**config.mk**
```make
export PLATFORM = sky130hd
export DESIGN_NAME = last_argument_locator_top
export DESIGN_NICKNAME = d
export VERILOG_FILES = /design/src/design/lal_pkg.sv /design/src/design/last_argument_locator_top.sv /design/src/design/lal_front.sv /design/src/design/lal_queue.sv /design/src/design/lal_back.sv
export SDC_FILE = /design/constraint.sdc
export NUM_CORES = 1
export LEC_CHECK = 0
export BUFFER_PORTS_ARGS = -buffer_cell sky130_fd_sc_hd__buf_4
export CAP_MARGIN = 20
export CORE_MARGIN = 2
export CORE_UTILIZATION = 30
export CTS_CLUSTER_SIZE = 25
export DETAILED_ROUTE_END_ITERATION = 12
export GPL_TIMING_DRIVEN = 0
export PLACE_DENSITY_LB_ADDON = 0.08
export SYNTH_ARGS = -nofsm -noshare
export SYNTH_HDL_FRONTEND = slang
export SYNTH_SLANG_ARGS = --single-unit
export TNS_END_PERCENT = 20
```
**constraint.sdc**
```tcl
create_clock -name i_clk -period 2 [get_ports i_clk]
set_input_delay 0.6 -clock i_clk [delete_from_list [all_inputs] [get_ports i_clk]]
set_output_delay 0.6 -clock i_clk [all_outputs]
set_load 0.01 [all_outputs]
```
**src/design/lal_pkg.sv**
```systemverilog
// shared constants, types and helpers for the last argument locator
package lal_pkg;

    localparam int LINE_MAX = 256;
    localparam int POS_W    = $clog2(LINE_MAX);
    localparam int ARG_W    = 8;

    localparam int QDEPTH   = 2;
    localparam int QPTR_W   = $clog2(QDEPTH);
    localparam int QCNT_W   = $clog2(QDEPTH + 1);

    typedef logic [POS_W-1:0] t_pos;
    typedef logic [2:0]       t_cls;

    // character classes
    localparam t_cls CLS_END   = 3'd0;
    localparam t_cls CLS_SEP   = 3'd1;
    localparam t_cls CLS_DQ    = 3'd2;
    localparam t_cls CLS_SQ    = 3'd3;
    localparam t_cls CLS_GT    = 3'd4;
    localparam t_cls CLS_LTP   = 3'd5;
    localparam t_cls CLS_OTHER = 3'd6;

    // low bits of a position as reported on the result
    function automatic logic [ARG_W-1:0] to_arg(input t_pos p);
        logic [31:0] w;
        w = 32'(p);
        return w[ARG_W-1:0];
    endfunction

endpackage

```
**src/design/last_argument_locator_top.sv**
```systemverilog
// top level of the last argument locator
//
//   channel | valid       | ready       | payload
//   --------+-------------+-------------+--------------------------
//   input   | i_in_valid  | o_in_ready  | i_ch
//   result  | o_out_valid | i_out_ready | o_arg_start, o_open_quote
//
// one character is taken per cycle while o_in_ready is high; the state machine
// in the back end handles one class per cycle unless a stalled result holds it,
// and a zero byte passes through the queue before its result is registered
// reset is synchronous; a two-entry queue sits between front and back, so input
// flows while a result waits; o_in_ready drops on a full queue or low r_seen
module last_argument_locator_top (
    input  logic                        i_clk,
    input  logic                        i_rst_n,
    input  logic                        i_in_valid,
    output logic                        o_in_ready,
    input  logic [7:0]                  i_ch,
    output logic                        o_out_valid,
    input  logic                        i_out_ready,
    output logic [lal_pkg::ARG_W-1:0]   o_arg_start,
    output logic                        o_open_quote
);
    import lal_pkg::*;

    logic f_valid, f_ready;
    t_cls f_cls;
    logic b_valid, b_ready;
    t_cls b_cls;

    lal_front u_front (
        .i_clk       (i_clk),
        .i_rst_n     (i_rst_n),
        .i_in_valid  (i_in_valid),
        .o_in_ready  (o_in_ready),
        .i_ch        (i_ch),
        .o_cls_valid (f_valid),
        .i_cls_ready (f_ready),
        .o_cls       (f_cls)
    );

    lal_queue u_queue (
        .i_clk        (i_clk),
        .i_rst_n      (i_rst_n),
        .i_push_valid (f_valid),
        .o_push_ready (f_ready),
        .i_push_cls   (f_cls),
        .o_pop_valid  (b_valid),
        .i_pop_ready  (b_ready),
        .o_pop_cls    (b_cls)
    );

    lal_back u_back (
        .i_clk        (i_clk),
        .i_rst_n      (i_rst_n),
        .i_cls_valid  (b_valid),
        .o_cls_ready  (b_ready),
        .i_cls        (b_cls),
        .o_out_valid  (o_out_valid),
        .i_out_ready  (i_out_ready),
        .o_arg_start  (o_arg_start),
        .o_open_quote (o_open_quote)
    );
endmodule

```
**src/design/lal_front.sv**
```systemverilog
// front end: takes characters and reduces them to token classes
module lal_front (
    input  logic            i_clk,
    input  logic            i_rst_n,
    input  logic            i_in_valid,
    output logic            o_in_ready,
    input  logic [7:0]      i_ch,
    output logic            o_cls_valid,
    input  logic            i_cls_ready,
    output lal_pkg::t_cls   o_cls
);
    import lal_pkg::*;

    localparam logic [7:0] CH_NUL  = 8'h00;
    localparam logic [7:0] CH_TAB  = 8'h09;
    localparam logic [7:0] CH_SP   = 8'h20;
    localparam logic [7:0] CH_DQ   = 8'h22;
    localparam logic [7:0] CH_SQ   = 8'h27;
    localparam logic [7:0] CH_LT   = 8'h3C;
    localparam logic [7:0] CH_GT   = 8'h3E;
    localparam logic [7:0] CH_PIPE = 8'h7C;

    logic r_seen;

    always_comb begin
        case (i_ch)
            CH_NUL:          o_cls = CLS_END;
            CH_TAB, CH_SP:   o_cls = CLS_SEP;
            CH_DQ:           o_cls = CLS_DQ;
            CH_SQ:           o_cls = CLS_SQ;
            CH_GT:           o_cls = CLS_GT;
            CH_LT, CH_PIPE:  o_cls = CLS_LTP;
            default:         o_cls = CLS_OTHER;
        endcase
    end

    assign o_cls_valid = i_in_valid && r_seen;
    assign o_in_ready  = i_cls_ready && r_seen;

    // holds off input after reset until r_seen is set, so the queue is settled
    always_ff @(posedge i_clk) begin
        if (!i_rst_n) begin
            r_seen <= 1'b0;
        end else begin
            r_seen <= 1'b1;
        end
    end
endmodule

```
**src/design/lal_queue.sv**
```systemverilog
// two-entry class queue between front and back
module lal_queue (
    input  logic            i_clk,
    input  logic            i_rst_n,
    input  logic            i_push_valid,
    output logic            o_push_ready,
    input  lal_pkg::t_cls   i_push_cls,
    output logic            o_pop_valid,
    input  logic            i_pop_ready,
    output lal_pkg::t_cls   o_pop_cls
);
    import lal_pkg::*;

    t_cls              r_mem [QDEPTH];
    logic [QPTR_W-1:0] r_wr_ptr, n_wr_ptr;
    logic [QPTR_W-1:0] r_rd_ptr, n_rd_ptr;
    logic [QCNT_W-1:0] r_count, n_count;
    logic              push, pop;

    assign o_push_ready = (r_count != QCNT_W'(QDEPTH));
    assign o_pop_valid  = (r_count != '0);
    assign o_pop_cls    = r_mem[r_rd_ptr];
    assign push         = i_push_valid && o_push_ready;
    assign pop          = o_pop_valid && i_pop_ready;

    always_comb begin
        n_wr_ptr = r_wr_ptr;
        n_rd_ptr = r_rd_ptr;
        n_count  = r_count;
        if (push) begin
            n_wr_ptr = (r_wr_ptr == QPTR_W'(QDEPTH - 1)) ? '0 : r_wr_ptr + 1'b1;
        end
        if (pop) begin
            n_rd_ptr = (r_rd_ptr == QPTR_W'(QDEPTH - 1)) ? '0 : r_rd_ptr + 1'b1;
        end
        if (push && !pop) begin
            n_count = r_count + 1'b1;
        end else if (pop && !push) begin
            n_count = r_count - 1'b1;
        end
    end

    always_ff @(posedge i_clk) begin
        if (push) begin
            r_mem[r_wr_ptr] <= i_push_cls;
        end
    end

    always_ff @(posedge i_clk) begin
        if (!i_rst_n) begin
            r_wr_ptr <= '0;
            r_rd_ptr <= '0;
            r_count  <= '0;
        end else begin
            r_wr_ptr <= n_wr_ptr;
            r_rd_ptr <= n_rd_ptr;
            r_count  <= n_count;
        end
    end
endmodule

```
**src/design/lal_back.sv**
```systemverilog
// back end: tokenizer state machine and result register
module lal_back (
    input  logic                        i_clk,
    input  logic                        i_rst_n,
    input  logic                        i_cls_valid,
    output logic                        o_cls_ready,
    input  lal_pkg::t_cls               i_cls,
    output logic                        o_out_valid,
    input  logic                        i_out_ready,
    output logic [lal_pkg::ARG_W-1:0]   o_arg_start,
    output logic                        o_open_quote
);
    import lal_pkg::*;

    localparam logic [1:0] MODE_SKIP  = 2'd0;
    localparam logic [1:0] MODE_WORD  = 2'd1;
    localparam logic [1:0] MODE_QUOTE = 2'd2;
    localparam logic [1:0] MODE_GT    = 2'd3;

    localparam t_pos POS_MAX = POS_W'(LINE_MAX - 1);

    logic [1:0]       r_mode, n_mode;
    logic             r_qsingle, n_qsingle;
    t_pos             r_pos, n_pos;
    t_pos             r_wstart, n_wstart;
    t_pos             r_qstart, n_qstart;
    logic             r_out_valid, n_out_valid;
    logic [ARG_W-1:0] r_arg, n_arg;
    logic             r_open, n_open;
    logic             take, begin_tok;
    t_pos             pos_inc;

    assign o_cls_ready  = !r_out_valid || i_out_ready;
    assign take         = i_cls_valid && o_cls_ready;
    assign pos_inc      = (r_pos == POS_MAX) ? r_pos : r_pos + 1'b1;
    assign o_out_valid  = r_out_valid;
    assign o_arg_start  = r_arg;
    assign o_open_quote = r_open;

    always_comb begin
        n_mode      = r_mode;
        n_qsingle   = r_qsingle;
        n_pos       = r_pos;
        n_wstart    = r_wstart;
        n_qstart    = r_qstart;
        n_out_valid = r_out_valid && !i_out_ready;
        n_arg       = r_arg;
        n_open      = r_open;
        begin_tok   = 1'b0;
        if (take) begin
            if (i_cls == CLS_END) begin
                n_out_valid = 1'b1;
                n_open      = (r_mode == MODE_QUOTE);
                n_arg       = to_arg((r_mode == MODE_QUOTE) ? r_qstart : r_wstart);
                n_mode      = MODE_SKIP;
                n_qsingle   = 1'b0;
                n_pos       = '0;
                n_wstart    = '0;
                n_qstart    = '0;
            end else begin
                case (r_mode)
                    MODE_QUOTE: begin
                        if ((i_cls == CLS_SQ && r_qsingle) || (i_cls == CLS_DQ && !r_qsingle)) begin
                            n_mode = MODE_SKIP;
                        end
                    end
                    MODE_WORD: begin
                        if (i_cls == CLS_SEP) begin
                            n_mode = MODE_SKIP;
                        end else if (i_cls == CLS_GT || i_cls == CLS_LTP) begin
                            begin_tok = 1'b1;
                        end
                    end
                    MODE_GT: begin
                        if (i_cls == CLS_GT || i_cls == CLS_SEP) begin
                            n_mode = MODE_SKIP;
                        end else begin
                            begin_tok = 1'b1;
                        end
                    end
                    default: begin
                        if (i_cls != CLS_SEP) begin
                            begin_tok = 1'b1;
                        end
                    end
                endcase
                if (begin_tok) begin
                    n_wstart = r_pos;
                    case (i_cls)
                        CLS_DQ, CLS_SQ: begin
                            n_mode    = MODE_QUOTE;
                            n_qsingle = (i_cls == CLS_SQ);
                            n_qstart  = pos_inc;
                        end
                        CLS_GT:  n_mode = MODE_GT;
                        CLS_LTP: n_mode = MODE_SKIP;
                        default: n_mode = MODE_WORD;
                    endcase
                end
                n_pos = pos_inc;
            end
        end
    end

    always_ff @(posedge i_clk) begin
        r_arg  <= n_arg;
        r_open <= n_open;
    end

    always_ff @(posedge i_clk) begin
        if (!i_rst_n) begin
            r_mode      <= MODE_SKIP;
            r_qsingle   <= 1'b0;
            r_pos       <= '0;
            r_wstart    <= '0;
            r_qstart    <= '0;
            r_out_valid <= 1'b0;
        end else begin
            r_mode      <= n_mode;
            r_qsingle   <= n_qsingle;
            r_pos       <= n_pos;
            r_wstart    <= n_wstart;
            r_qstart    <= n_qstart;
            r_out_valid <= n_out_valid;
        end
    end
endmodule

```
==> impl_metrics.prom <==
# TYPE chip_impl_metric gauge
chip_impl_metric{name="max_cap_viol",unit=""} 0
chip_impl_metric{name="worst_hold_slack",unit="ns"} 0.390
chip_impl_metric{name="portBuffers",unit=""} 21
chip_impl_metric{name="sequentialPowerShare",unit=""} 0.413
chip_impl_metric{name="firstDrtPassIters",unit=""} 4
chip_impl_metric{name="cts_buffers",unit=""} 5
chip_impl_metric{name="drt_iter0_drc",unit=""} 76
chip_impl_metric{name="pwr-share-comb",unit=""} 0.344
chip_impl_metric{name="synth.yosys.warnings",unit=""} 0
chip_impl_metric{name="netlist-cell-type-count",unit=""} 50
chip_impl_metric{name="dpl_worst_slack",unit="ns"} -0.538
chip_impl_metric{name="power.net_switching",unit="mW"} 1.00
chip_impl_metric{name="core_area",unit="mm²"} 0.00781
chip_impl_metric{name="detail-route-antenna-nets",unit=""} 0
chip_impl_info{name="synth_top_flop_cell",value="dfxtp_1"} 1
chip_impl_metric{name="aggregate_routed_wire_length",unit="mm"} 5.40
chip_impl_metric{name="finish.instance_area",unit="mm²"} 0.00302
chip_impl_metric{name="die_y",unit="µm"} 94.1
chip_impl_info{name="result_of_the_run",value="finished clean"} 1
chip_impl_metric{name="first_global_vias",unit=""} 1851
chip_impl_metric{name="timing.critical_path.slowest_cell_delay",unit="ns"} 0.56
chip_impl_metric{name="deepest_clock_path_buffer_count",unit=""} 2
chip_impl_metric{name="die_x",unit="µm"} 94.1
chip_impl_metric{name="worstPathArrival",unit="ns"} 2.23
chip_impl_metric{name="num-nets-final",unit=""} 299
chip_impl_metric{name="num_io_pins",unit=""} 23
chip_impl_metric{name="numClockSinks",unit=""} 49
chip_impl_metric{name="postSynthCellCount",unit=""} 249
chip_impl_info{name="timing.critical_path.to_type",value="flop"} 1
chip_impl_info{name="crit_chain",value="or4b_4 -> buf_6 -> o311ai_4 -> a311oi_4 -> or4_4 -> a21boi_2"} 1
chip_impl_metric{name="synth_area_per_cell",unit="µm²"} 9.78
chip_impl_metric{name="cts-htree-levels",unit=""} 2
chip_impl_info{name="synth.top_cells.by_count",value="nand2_1, dfxtp_1, edfxtp_1"} 1
chip_impl_metric{name="placed_area",unit="mm²"} 0.00273
chip_impl_metric{name="synth_fp_nets",unit=""} 263
chip_impl_metric{name="critical_path.max_fanout",unit=""} 8
chip_impl_metric{name="endpoint_required_time_on_the_critical_path",unit="ns"} 2.24
chip_impl_metric{name="grt_use_total",unit=""} 0.136
chip_impl_info{name="worstSetupStartpointType",value="flop"} 1
chip_impl_info{name="tritoncts_clock_tree",value="yes"} 1
chip_impl_metric{name="post_route_cells_drive_above_1_share",unit=""} 0.273
chip_impl_metric{name="min_period_over_period",unit=""} 0.994
chip_impl_info{name="timing.critical_path.slowest_stage_cell",value="or4b_4"} 1
chip_impl_metric{name="ys_seq_area_frac",unit=""} 0.464
chip_impl_metric{name="pin_count_of_the_biggest_net_entering_global_routing",unit=""} 17
chip_impl_metric{name="async_reset_ff_frac",unit=""} 0
chip_impl_info{name="yosys.area.top_type",value="dfxtp_1"} 1
chip_impl_info{name="critical_setup_path_kind",value="reg -> reg"} 1
chip_impl_metric{name="final-max-slew-violation-count",unit=""} 0
chip_impl_metric{name="grt_pass1_wl",unit="mm"} 9.42
chip_impl_info{name="hp-class",value="in -> reg"} 1
chip_impl_metric{name="switching_share_of_power",unit=""} 0.338
chip_impl_metric{name="finalSetupViolCount",unit=""} 0
chip_impl_metric{name="leakagePower",unit="nW"} 1.08
chip_impl_metric{name="final_cell_count_no_fill",unit=""} 388
chip_impl_info{name="clock-root-buffer",value="clkbuf_8"} 1
chip_impl_metric{name="fin_clk_skew",unit="ns"} 0.0120
chip_impl_metric{name="cell_pwr_density",unit="mW/mm²"} 982
chip_impl_metric{name="synth_top_cell_area_share",unit=""} 0.279
chip_impl_metric{name="place.gp.congestion",unit=""} 0.725
chip_impl_metric{name="antenna_cells_inserted",unit=""} 0
chip_impl_metric{name="layout-area-overhead-vs-synth",unit="%"} 23.8
chip_impl_metric{name="max_ir_drop_vdd",unit="mV"} 0.363
chip_impl_metric{name="synth_enable_flop_cells",unit=""} 15
chip_impl_metric{name="setup-tns-final",unit="ns"} 0
chip_impl_metric{name="dieArea",unit="mm²"} 0.00886
chip_impl_metric{name="layout.filler_cells",unit=""} 785
chip_impl_metric{name="layout.core_utilization",unit=""} 0.386
chip_impl_info{name="netlist_top_cells_area",value="dfxtp_1, edfxtp_1, nand2_1"} 1
chip_impl_metric{name="ctsHoldBuffers",unit=""} 0
chip_impl_metric{name="worst_pin_slew",unit="ns"} 0.522
chip_impl_metric{name="hold_viol_final",unit=""} 0
chip_impl_metric{name="max_clk_rate",unit="MHz"} 503
chip_impl_metric{name="grt_antenna_before_repair",unit=""} 0
chip_impl_metric{name="total_power",unit="mW"} 2.96
chip_impl_metric{name="worst_setup_hold_path_clk_slew",unit="ns"} 0.10
chip_impl_metric{name="floorplan.initialDensity",unit=""} 0.312
chip_impl_metric{name="num_rows",unit=""} 32
chip_impl_metric{name="placed_cells_incl_taps",unit=""} 373
chip_impl_metric{name="clock_insertion_delay_worst_skew",unit="ns"} 0.31
chip_impl_metric{name="timing.final.ws_setup",unit="ns"} 0.0110
chip_impl_info{name="cell_with_the_most_instances_after_synthesis",value="nand2_1"} 1
chip_impl_metric{name="p_clk_frac",unit=""} 0.243
chip_impl_metric{name="finalWorstPathRequiredPeriod",unit="ns"} 1.99
chip_impl_metric{name="drc",unit=""} 0
chip_impl_metric{name="dp.final_hpwl",unit="mm"} 3.96
chip_impl_metric{name="power.internal",unit="mW"} 1.96
chip_impl_metric{name="grt.overflow.total",unit=""} 0
chip_impl_metric{name="timing.slew.headroom",unit=""} 0.652
chip_impl_metric{name="postSynthRegisterBits",unit=""} 49
chip_impl_metric{name="cell_area_after_synthesis",unit="mm²"} 0.00244
chip_impl_metric{name="detailroute.via_count",unit=""} 1927
chip_impl_metric{name="avgRoutedWirePerCell",unit="µm"} 13.9
chip_impl_metric{name="viasPerCell",unit=""} 4.97
chip_impl_info{name="grt_setup_unrepaired",value="yes"} 1
==> timing repair <==
action,4_1_cts,5_1_grt
setup buffers,4,4
gates resized for setup,19,15
endpoints found under the setup margin,20,30
pin swaps,5,4
endpoints found under the hold margin,0,0
==> kinds of logic after synthesis <==
| group | count (synthesis) | share of synthesized area |
|---|---|---|
| adder cells (fa/ha/maj) | 2 | 0.0103 |
| buffers and inverters | 15 | 0.0277 |
| AO/OA/AOI/OAI | 54 | 0.166 |
| multiplexers | 25 | 0.110 |
| flip-flops | 49 | 0.464 |
| XOR/XNOR | 6 | 0.0216 |
| AND/OR/NAND/NOR | 98 | 0.200 |
==> placed cells by master, fill, tap and decap left out, drive strengths merged, types with 3 or more instances in the layout <==
cell type  count
a21boi         9
a21oi          6
a22o           5
a31oi          3
and2           6
and3           3
and4           3
buf           34
clkbuf        12
dfxtp         34
edfxtp        15
inv            4
mux2          11
mux2i         14
nand2         38
nand3          7
nor2          14
nor2b          4
nor3           8
nor4           3
o21a           3
o21ai         14
or3            3
or4            4
xnor2          4
==> routing by layer <==
| metal | vias to the layer above | wire length, µm | GRT usage |
|---|---|---|---|
| li1 | 990 | - | - |
| met1 | 889 | 2740 | 0.192 |
| met2 | 43 | 2380 | 0.211 |
| met3 | 5 | 218 | 0.0265 |
| met4 | 0 | 65 | 0.0399 |
| met5 | - | 0 | 0 |
==> cell type report <==
class | count | area (µm²) | area share
multi-input cells | 185 | 1330 | 0.440
flip-flops and latches | 49 | 1130 | 0.376
repair buffers | 30 | 229 | 0.0759
well taps | 102 | 128 | 0.0423
plain buffers | 11 | 70.1 | 0.0232
clock buffers | 5 | 68.8 | 0.0228
clock inverters | 3 | 45.0 | 0.0149
inverters | 3 | 13.8 | 0.00456
==> worst max-delay path, delay by kind of cell, from the launching register on <==
kind            cells  cell delay, ns
simple gates        2            1.03
flops               1            0.43
compound gates      3            0.32
buf+inv             1            0.15
==> flip-flops by register name (all words and copies together) (netlist names), named ones only <==
register,cells
u_back.o_arg_start,8
u_back.r_pos,8
u_back.r_qstart,8
u_back.r_wstart,8
u_queue.r_mem,6
u_back.r_mode,2
u_queue.r_count,2
u_back.o_open_quote,1
u_back.o_out_valid,1
u_back.r_qsingle,1
u_front.r_seen,1
u_queue.r_rd_ptr,1
u_queue.r_wr_ptr,1
==> power groups by stage <==
stage | Sequential (mW) | Clock, mW | Combinational, mW
after CTS | 1.22 | 0.740 | 0.944
after detailed placement | 1.24 | 0 | 0.869
final | 1.22 | 0.720 | 1.02
after global routing | 1.24 | 0.790 | 1.13
after floorplan | 1.21 | 0 | 0.669
after global placement | 1.24 | 0 | 0.870
==> final timing paths <==
check / start / slack (ns) / endpoint / depth (start not counted)
hold / removal: i_rst_n / 0.39 / u_front.r_seen / 1
hold reg to reg: u_back.r_qstart[7] / 0.46 / u_back.r_qstart[7] / 2
setup reg to reg: u_queue.r_mem[1][0] / 0.01 / u_back.r_qstart[1] / 6
setup / recovery: u_queue.r_mem[1][0] / 0.01 / u_back.r_qstart[1] / 6
Note: power is estimated with default switching activity, not from simulation.
